===== src/rtl/core/dlt_pkg.sv =====
// ----------------------------------------------------------------------------
// dlt_pkg: shared types and codes of the lease tracker
// Word formats, item and event codes, controller states and the command and
// status groups that join the controller and the datapath.
// ----------------------------------------------------------------------------
package dlt_pkg;

   // item kinds
   localparam logic [1:0] KIND_ACK     = 2'd0;
   localparam logic [1:0] KIND_RELEASE = 2'd1;
   localparam logic [1:0] KIND_CHECK   = 2'd2;
   localparam logic [1:0] KIND_UNUSED  = 2'd3;

   // event codes
   localparam logic [2:0] EV_ADDED    = 3'd0;
   localparam logic [2:0] EV_UPDATED  = 3'd1;
   localparam logic [2:0] EV_RELEASED = 3'd2;
   localparam logic [2:0] EV_EXPIRED  = 3'd3;
   localparam logic [2:0] EV_IGNORED  = 3'd4;
   localparam logic [2:0] EV_FULL     = 3'd5;
   localparam logic [2:0] EV_DONE     = 3'd6;

   // register word select (paddr[2])
   localparam int unsigned CSR_ADDR_W    = 3;
   localparam logic        CSR_LIVE_MODE = 1'b0;

   typedef struct packed {
      logic [1:0]  kind;
      logic [31:0] address;
      logic [31:0] packet_time;
      logic [31:0] lease_seconds;
      logic [31:0] now_time;
   } req_word_type;

   typedef struct packed {
      logic [2:0]  event_res;
      logic [31:0] entry_addr;
      logic [31:0] entry_expiry;
      logic        last;
   } rsp_word_type;

   typedef struct packed {
      logic [31:0] address;
      logic [31:0] expiry;
   } slot_word_type;

   typedef enum logic [2:0] {
      ST_IDLE,
      ST_DECIDE,
      ST_READ,
      ST_COMPARE,
      ST_RESULT,
      ST_DONE
   } state_type;

   typedef enum logic [1:0] {
      SEL_DIRECT,
      SEL_LOOKUP,
      SEL_EXPIRED,
      SEL_DONE
   } res_sel_type;

   typedef struct packed {
      logic        capture;
      logic        read;
      logic        compare;
      logic        commit;
      logic        load;
      res_sel_type sel;
   } ctrl_cmd_type;

   typedef struct packed {
      logic [1:0] kind;
      logic       drop;
      logic       scan_last;
      logic       expire_hit;
      logic       out_free;
   } dp_status_type;

endpackage


===== src/rtl/core/dlt_ram.sv =====
// ----------------------------------------------------------------------------
// dlt_ram: generic single-port-write RAM
// One write port, one read port with registered read data held when idle.
// ----------------------------------------------------------------------------
module dlt_ram #(
   parameter int unsigned WIDTH = 64,
   parameter int unsigned DEPTH = 32
) (
   input  logic                     clock,
   input  logic                     wr_en,
   input  logic [$clog2(DEPTH)-1:0] wr_addr,
   input  logic [WIDTH-1:0]         wr_data,
   input  logic                     rd_en,
   input  logic [$clog2(DEPTH)-1:0] rd_addr,
   output logic [WIDTH-1:0]         rd_data
);

   logic [WIDTH-1:0] mem_ff [DEPTH];
   logic [WIDTH-1:0] rd_data_ff;

   always_ff @(posedge clock) begin
      if (wr_en) begin
         mem_ff[wr_addr] <= wr_data;
      end
      if (rd_en) begin
         rd_data_ff <= mem_ff[rd_addr];
      end
   end

   assign rd_data = rd_data_ff;

endmodule


===== src/rtl/core/dlt_datapath.sv =====
// ----------------------------------------------------------------------------
// dlt_datapath: lease table storage, scan logic and result register
// Holds the current item, the slot valid bits, the slot RAM, the scan index
// with its hit and free-slot trackers, and the result word register.
// ----------------------------------------------------------------------------
module dlt_datapath
   import dlt_pkg::*;
#(
   parameter int unsigned TABLE_DEPTH = 32
) (
   input  logic          clock,
   input  logic          reset,
   input  ctrl_cmd_type  cmd,
   output dp_status_type status,
   input  req_word_type  req_data,
   input  logic          live_mode,
   output logic          rsp_valid,
   input  logic          rsp_ready,
   output rsp_word_type  rsp_data
);

   localparam int unsigned IDX_W = $clog2(TABLE_DEPTH);
   localparam int unsigned SLOT_W = $bits(slot_word_type);

   req_word_type        item_ff;
   logic [31:0]         exp_ff, exp_in;
   logic [32:0]         exp_sum;
   logic [IDX_W-1:0]    idx_ff;
   logic                hit_ff, free_ff;
   logic [IDX_W-1:0]    hit_idx_ff, free_idx_ff;
   logic [31:0]         hit_exp_ff;
   logic [TABLE_DEPTH-1:0] valid_ff, valid_in;
   logic                rsp_valid_ff;
   rsp_word_type        rsp_ff, rsp_in;
   slot_word_type       rd_word, wr_word;
   logic [SLOT_W-1:0]   rd_bits;
   logic                wr_en;
   logic [IDX_W-1:0]    wr_addr;
   logic                cur_valid, addr_match, out_free, is_check;

   // saturated expiry of the incoming word
   assign exp_sum = {1'b0, req_data.packet_time} + {1'b0, req_data.lease_seconds};
   assign exp_in  = exp_sum[32] ? 32'hFFFF_FFFF : exp_sum[31:0];

   dlt_ram #(
      .WIDTH (SLOT_W),
      .DEPTH (TABLE_DEPTH)
   ) u_slots (
      .clock   (clock),
      .wr_en   (wr_en),
      .wr_addr (wr_addr),
      .wr_data (wr_word),
      .rd_en   (cmd.read),
      .rd_addr (idx_ff),
      .rd_data (rd_bits)
   );

   assign rd_word    = slot_word_type'(rd_bits);
   assign cur_valid  = valid_ff[idx_ff];
   assign addr_match = cur_valid && (rd_word.address == item_ff.address);
   assign out_free   = !rsp_valid_ff || rsp_ready;
   assign is_check   = (item_ff.kind == KIND_CHECK);

   assign status.kind       = item_ff.kind;
   assign status.drop       = (item_ff.kind == KIND_ACK) && live_mode &&
                              (exp_ff <= item_ff.now_time);
   assign status.scan_last  = (idx_ff == IDX_W'(TABLE_DEPTH - 1));
   assign status.expire_hit = cur_valid && (rd_word.expiry != 32'd0) &&
                              (rd_word.expiry <= item_ff.now_time);
   assign status.out_free   = out_free;

   // slot RAM writes happen with the result load of an ack
   assign wr_en   = cmd.commit && (item_ff.kind == KIND_ACK) && (hit_ff || free_ff);
   assign wr_addr = hit_ff ? hit_idx_ff : free_idx_ff;
   assign wr_word = '{address: item_ff.address, expiry: exp_ff};

   always_comb begin
      valid_in = valid_ff;
      if (cmd.compare && is_check && status.expire_hit) begin
         valid_in[idx_ff] = 1'b0;
      end
      if (cmd.commit) begin
         if (item_ff.kind == KIND_ACK && !hit_ff && free_ff) begin
            valid_in[free_idx_ff] = 1'b1;
         end else if (item_ff.kind == KIND_RELEASE && hit_ff) begin
            valid_in[hit_idx_ff] = 1'b0;
         end
      end
   end

   always_comb begin
      rsp_in = '{event_res: EV_IGNORED, entry_addr: item_ff.address,
                 entry_expiry: 32'd0, last: 1'b1};
      case (cmd.sel)
         SEL_DIRECT: begin
            if (item_ff.kind == KIND_ACK) begin
               rsp_in.entry_expiry = exp_ff;
            end
         end
         SEL_LOOKUP: begin
            if (item_ff.kind == KIND_ACK) begin
               rsp_in.entry_expiry = exp_ff;
               if (hit_ff) begin
                  rsp_in.event_res = EV_UPDATED;
               end else if (free_ff) begin
                  rsp_in.event_res = EV_ADDED;
               end else begin
                  rsp_in.event_res = EV_FULL;
               end
            end else if (hit_ff) begin
               rsp_in.event_res    = EV_RELEASED;
               rsp_in.entry_expiry = hit_exp_ff;
            end
         end
         SEL_EXPIRED: begin
            rsp_in = '{event_res: EV_EXPIRED, entry_addr: rd_word.address,
                       entry_expiry: rd_word.expiry, last: 1'b0};
         end
         default: begin
            rsp_in = '{event_res: EV_DONE, entry_addr: 32'd0,
                       entry_expiry: 32'd0, last: 1'b1};
         end
      endcase
   end

   always_ff @(posedge clock) begin
      if (reset) begin
         valid_ff     <= '0;
         rsp_valid_ff <= 1'b0;
      end else begin
         valid_ff <= valid_in;
         if (cmd.load) begin
            rsp_valid_ff <= 1'b1;
         end else if (rsp_ready) begin
            rsp_valid_ff <= 1'b0;
         end
      end
   end

   always_ff @(posedge clock) begin
      if (cmd.capture) begin
         item_ff <= req_data;
         exp_ff  <= exp_in;
         idx_ff  <= '0;
         hit_ff  <= 1'b0;
         free_ff <= 1'b0;
      end else if (cmd.compare) begin
         idx_ff <= idx_ff + IDX_W'(1);
         if (addr_match && !hit_ff) begin
            hit_ff     <= 1'b1;
            hit_idx_ff <= idx_ff;
            hit_exp_ff <= rd_word.expiry;
         end
         if (!cur_valid && !free_ff) begin
            free_ff     <= 1'b1;
            free_idx_ff <= idx_ff;
         end
      end
      if (cmd.load) begin
         rsp_ff <= rsp_in;
      end
   end

   assign rsp_valid = rsp_valid_ff;
   assign rsp_data  = rsp_ff;

   // a result that is not the final one of its item is always an expiry
   a_nonlast_expired: assert property (@(posedge clock) disable iff (reset)
      rsp_valid_ff && !rsp_ff.last |-> rsp_ff.event_res == EV_EXPIRED)
      else $error("non-final result with wrong event");

   // a table write during a scan would corrupt the lookup
   a_no_write_in_scan: assert property (@(posedge clock) disable iff (reset)
      cmd.compare |-> !wr_en)
      else $error("slot write while scanning");

endmodule


===== src/rtl/core/dlt_ctrl.sv =====
// ----------------------------------------------------------------------------
// dlt_ctrl: sequencer of the lease tracker
// Takes one word at a time, scans with a read and a compare state per slot
// and issues result loads when the result register can take them.
// ----------------------------------------------------------------------------
module dlt_ctrl
   import dlt_pkg::*;
(
   input  logic          clock,
   input  logic          reset,
   input  logic          req_valid,
   output logic          req_ready,
   input  dp_status_type status,
   output ctrl_cmd_type  cmd
);

   state_type state_ff, state_in;

   always_ff @(posedge clock) begin
      if (reset) begin
         state_ff <= ST_IDLE;
      end else begin
         state_ff <= state_in;
      end
   end

   always_comb begin
      state_in  = state_ff;
      cmd       = '{capture: 1'b0, read: 1'b0, compare: 1'b0, commit: 1'b0,
                    load: 1'b0, sel: SEL_DIRECT};
      req_ready = 1'b0;
      unique case (state_ff)
         ST_IDLE: begin
            req_ready = 1'b1;
            if (req_valid) begin
               cmd.capture = 1'b1;
               state_in    = ST_DECIDE;
            end
         end
         ST_DECIDE: begin
            if (status.kind == KIND_UNUSED || status.drop) begin
               state_in = ST_RESULT;
            end else begin
               state_in = ST_READ;
            end
         end
         ST_READ: begin
            cmd.read = 1'b1;
            state_in = ST_COMPARE;
         end
         ST_COMPARE: begin
            if (status.kind == KIND_CHECK) begin
               // an expiring slot waits here until its word can be loaded
               if (!status.expire_hit || status.out_free) begin
                  cmd.compare = 1'b1;
                  cmd.load    = status.expire_hit;
                  cmd.sel     = SEL_EXPIRED;
                  state_in    = status.scan_last ? ST_DONE : ST_READ;
               end
            end else begin
               cmd.compare = 1'b1;
               state_in    = status.scan_last ? ST_RESULT : ST_READ;
            end
         end
         ST_RESULT: begin
            if (status.kind == KIND_UNUSED || status.drop) begin
               cmd.sel = SEL_DIRECT;
            end else begin
               cmd.sel    = SEL_LOOKUP;
               cmd.commit = status.out_free;
            end
            if (status.out_free) begin
               cmd.load = 1'b1;
               state_in = ST_IDLE;
            end
         end
         ST_DONE: begin
            cmd.sel = SEL_DONE;
            if (status.out_free) begin
               cmd.load = 1'b1;
               state_in = ST_IDLE;
            end
         end
         default: begin
            state_in = ST_IDLE;
         end
      endcase
   end

   a_load_when_free: assert property (@(posedge clock) disable iff (reset)
      cmd.load |-> status.out_free)
      else $error("result load while result register busy");

   a_accept_to_decide: assert property (@(posedge clock) disable iff (reset)
      req_valid && req_ready |=> state_ff == ST_DECIDE)
      else $error("accepted word not decoded");

endmodule


===== src/rtl/core/dhcp_lease_tracker.sv =====
// ----------------------------------------------------------------------------
// dhcp_lease_tracker: lease table with expiry sweep
// Word in on req_ (ack, release, expiry check), event words out on rsp_,
// live_mode register on the APB-style port at byte address 0.
//
// One word is worked at a time; req_ready is high only while the sequencer
// is idle, but it is raised again while a finished result still waits in
// the result register. Each lookup or sweep reads the slot RAM once per
// slot, in a read state and then a compare state. An ack or release then
// loads its result in the result state; an ack dropped in live mode or an
// unused kind goes from the decide state straight to the result state.
// The next word can be taken in the cycle after the result is loaded.
// An expiry check gives one expired word per removed entry, then a done
// word with last set. If rsp_ready is held low, the sweep stops at the
// next expiring slot and a lookup stops before its result; nothing is lost.
// Reset clears all slot valid bits at once (no clearing pass) and
// live_mode; the RAM contents are not reset.
// ----------------------------------------------------------------------------
module dhcp_lease_tracker
   import dlt_pkg::*;
#(
   parameter int unsigned TABLE_DEPTH = 32
) (
   input  logic                  clock,
   input  logic                  reset,
   input  logic                  req_valid,
   output logic                  req_ready,
   input  req_word_type          req_data,
   output logic                  rsp_valid,
   input  logic                  rsp_ready,
   output rsp_word_type          rsp_data,
   input  logic                  psel,
   input  logic                  penable,
   input  logic                  pwrite,
   input  logic [CSR_ADDR_W-1:0] paddr,
   input  logic [31:0]           pwdata,
   output logic [31:0]           prdata,
   output logic                  pready
);

   ctrl_cmd_type  cmd;
   dp_status_type status;
   logic          live_mode_ff;

   assign pready = 1'b1;

   always_ff @(posedge clock) begin
      if (reset) begin
         live_mode_ff <= 1'b0;
      end else if (psel && penable && pwrite && pready &&
                   paddr[CSR_ADDR_W-1] == CSR_LIVE_MODE) begin
         live_mode_ff <= pwdata[0];
      end
   end

   assign prdata = (paddr[CSR_ADDR_W-1] == CSR_LIVE_MODE) ? {31'd0, live_mode_ff} : 32'd0;

   dlt_ctrl u_ctrl (
      .clock     (clock),
      .reset     (reset),
      .req_valid (req_valid),
      .req_ready (req_ready),
      .status    (status),
      .cmd       (cmd)
   );

   dlt_datapath #(
      .TABLE_DEPTH (TABLE_DEPTH)
   ) u_datapath (
      .clock     (clock),
      .reset     (reset),
      .cmd       (cmd),
      .status    (status),
      .req_data  (req_data),
      .live_mode (live_mode_ff),
      .rsp_valid (rsp_valid),
      .rsp_ready (rsp_ready),
      .rsp_data  (rsp_data)
   );

endmodule

===== config.mk =====
export PLATFORM = sky130hd
export DESIGN_NAME = dhcp_lease_tracker
export DESIGN_NICKNAME = d
export VERILOG_FILES = /design/src/rtl/core/dlt_pkg.sv /design/src/rtl/core/dlt_ram.sv /design/src/rtl/core/dlt_datapath.sv /design/src/rtl/core/dlt_ctrl.sv /design/src/rtl/core/dhcp_lease_tracker.sv
export SDC_FILE = /design/constraint.sdc
export NUM_CORES = 2
export LEC_CHECK = 0
export BUFFER_PORTS_ARGS = -buffer_cell sky130_fd_sc_hd__buf_2
export CORE_MARGIN = 1.5
export CORE_UTILIZATION = 56
export CTS_CLUSTER_SIZE = 10
export DETAILED_ROUTE_END_ITERATION = 7
export HOLD_SLACK_MARGIN = 0.08
export PLACE_DENSITY = 0.76
export SLEW_MARGIN = 25
export SYNTH_ARGS = -nofsm -noshare
export SYNTH_HDL_FRONTEND = slang
export SYNTH_SLANG_ARGS = --single-unit

===== constraint.sdc =====
create_clock -name clock -period 5.7 [get_ports clock]
set_clock_uncertainty 0.05 [all_clocks]
set_input_delay 1.14 -clock clock [delete_from_list [all_inputs] [get_ports clock]]
set_output_delay 1.14 -clock clock [all_outputs]
set_load 0.05 [all_outputs]

==> impl_metrics.yaml <==
outcome:
  status: "finished with violations"
  violations: "design-rule violations"
setup_path:
  cp.arrival_ps: 5480
  start_kind: "register"
  slowest_stage: "nor2_4"
  cp_common_cell: "buf_4"
  crit_fanout: 44
  cp_num_buf_inv: 4
  path_cells: "buf_4 -> ha_1 -> nand4_1 -> nor3_1 -> o21ai_0 -> nor4b_1 -> buf_4 -> a211oi_1 -> buf_4 -> nand3_1 -> nor2_4 -> buf_12"
  cpLargestDelayFamily: "simple AND/OR/NAND/NOR gates"
  worstPathRequired_ps: 6160
  critical_path_class: "register to register"
  worstSetupEndpointType: "register"
  crit_path_max_incr_delay_ps: 950
placement:
  gp_routability_congestion: 0.870
  dpl_cell_area_mm2: 0.0972
  dpl.hpwl_um: 120000
  port_buffers: 209
cts:
  ctsResizeCount: 0
  cts_setup_buffers: 0
  root_buffer: "clkbuf_16"
  htree_levels: 5
  clock_path_buffers: 4
  hold_buffers: 0
  numCtsBuffers: 288
  insertion_delay_ps: 920
  cts_tree: "built"
  cts.sinks: 2364
  path_clk_slew_ps: 60
flow_run:
  timing.max_cap.violations: 0
synthesis:
  ys_ff_latch: 2364
  ys_seq_area_share_pct: 76.2
  async_flop_share_pct: 0
  syn-cell-area_mm2: 0.0926
  ys_top_cells_by_area: "edfxtp_1 75%, mux4_2 13%, a22oi_1 2.4%, ha_1 1.4%, dfxtp_1 0.95%"
  yosysUniqueCellTypes: 67
  synth_top_area_share_pct: 75.3
  netlist_instances: 4499
  synth_largest_area_cell: "edfxtp_1"
  ys_warn_count: 0
  synth_ff_type: "edfxtp_1"
  synth_edf_count: 2320
  syn_area_per_cell_um2: 20.6
sta:
  setup_viol: 0
  timing.fmax_ghz: 0.199
  finalHoldViolCount: 0
  slew_viol_final: 0
  maxSlewHeadroom_pct: 28.5
  grt_setup_unrepaired: "false"
  timing.final.crit_share_pct: 88.1
  hold_ws_ps: 340
  finalCriticalPeriod_ps: 5020
  worst_slew_pin_slew_ps: 1070
power_and_ir_drop:
  design_power_total_mw: 40.8
  power_density_mw_per_mm2: 389
  p_leak_nw: 33.3
  max-vdd-ir-drop_uv: 346
floorplanning:
  initial_core_util_pct: 56.2
  chipHeight_um: 410
  dieArea_mm2: 0.168
  ios: 275
  core-area_mm2: 0.165
  row_count: 149
  die_w_um: 410
final_layout:
  utilization_pct: 63.7
  area_delta_synth_final_pct: 13.3
  final_common_cell: "edfxtp_1"
  n_fill_cell: 10400
  multi_input_area_mm2: 0.0209
  drive_above_1_share_pct: 25.2
  design_area_mm2: 0.105
  layout_common_cells: "2320 x edfxtp_1, 520 x mux4_2, 294 x clkbuf_16"
  final_nets: 5201
  regArea_mm2: 0.0706
grt:
  antenna_found_initial: 6
  grt_overflow: 0
  gr-usage-all-layers_pct: 29.5
  grt_pass1_wl_um: 353000
  grt_max_degree: 145
  grt_pass1_vias: 50400
drt:
  routed_wl_um: 247000
  firstDrtPassIters: 8
  wl_per_cell_um: 34.6
  drt_iter0_drc: 7676
  viasPerCell: 7.00
  route.detailed.drc: 1
  vias: 50000
  ant_nets: 0
hold_path:
  hp-class: "input port to register"
==> where the power goes <==
part | internal [mW] | total (mW) | switching (mW)
combinational | 2.29 | 5.18 | 2.88
clock | 9.14 | 15.6 | 6.43
sequential | 19.8 | 20.1 | 0.276
==> synthesized netlist by cell type, types with 44 or more instances <==
cell type and count:
edfxtp_1 2320, mux4_2 520, a22oi_1 292, clkbuf_1 165, nand4_1 123, nand2_1 108, inv_1 103, ha_1 102
nor2_1 78, o21ai_1 71, nand3_1 51, a21oi_1 47, dfxtp_1 44
==> sequential cells by signal, summed over array words and instances, names as in the netlist, 32 cells and up <==
| register | flops |
|---|---|
| u_datapath.exp_ff | 32 |
| u_datapath.u_slots.mem_ff | 2048 |
| u_datapath.hit_exp_ff | 32 |
| u_datapath.u_slots.rd_data | 64 |
| u_datapath.rsp_data | 68 |
| u_datapath.item_ff | 64 |
| u_datapath.valid_ff | 32 |
==> area by class of cell <==
cell class / instances / share of cell area (%)
inverter: 104 / 0.379
multi-input combinational: 1800 / 19.9
antenna: 1 / 0.00239
sequential: 2364 / 67.3
clock inverter: 10 / 0.0966
tap: 2189 / 2.61
timing repair buffer: 368 / 2.60
clock buffer: 312 / 7.09
==> per-layer routing <==
metal | GRT usage (%) | wire, um
met3 | 5.99 | 27000
met4 | 12.5 | 11200
met1 | 39.3 | 87100
met2 | 47.9 | 122000
met5 | 0 | 56
==> through the flow <==
| stage | worst slack (ps) | setup TNS [ps] | cells |
|---|---|---|---|
| 5_1_grt | 502 | 0 | 7148 |
| 6_report | 676 | 0 | 7148 |
| 3_3_place_gp | 855 | 0 | 6815 |
| 4_1_cts | 720 | 0 | 7138 |
| 2_1_floorplan | -137 | -264650 | 4529 |
| 3_5_place_dp | 776 | 0 | 6816 |
==> cells by family (layout without fill, tap and decap cells) <==
kind of cell,Yosys count,in the layout,synth area share [%]
flip-flops,2364,2364,76.2
multiplexers,565,565,13.1
buffers and inverters,365,794,1.69
AND/OR/NAND/NOR,478,478,2.69
AO/OA/AOI/OAI,571,571,4.36
adder cells (fa/ha/maj),103,103,1.40
other,2,33,0.00811
XOR/XNOR,51,51,0.483
==> worst register-to-register path, stage by stage, from the launching register on <==
cell and delay, ps:
edfxtp_1 360, buf_4 250, ha_1 350, nand4_1 110
nor3_1 660, o21ai_0 210, nor4b_1 220, buf_4 190
a211oi_1 210, buf_4 210, nand3_1 360, nor2_4 950
buf_12 500
==> worst paths after layout <==
path / startpoint / to / slack, ps / cells past startpoint
setup reg to reg: u_datapath.exp_ff[21] / u_datapath.u_slots.mem_ff[24][43] / 680 / 12
setup / recovery: u_datapath.exp_ff[21] / u_datapath.u_slots.mem_ff[24][43] / 680 / 12
hold reg to reg: u_datapath.valid_ff[22] / u_datapath.valid_ff[22] / 440 / 2
hold / removal: req_data[114] / u_datapath.item_ff[114] / 340 / 1
(Power assumes the default switching activity.)
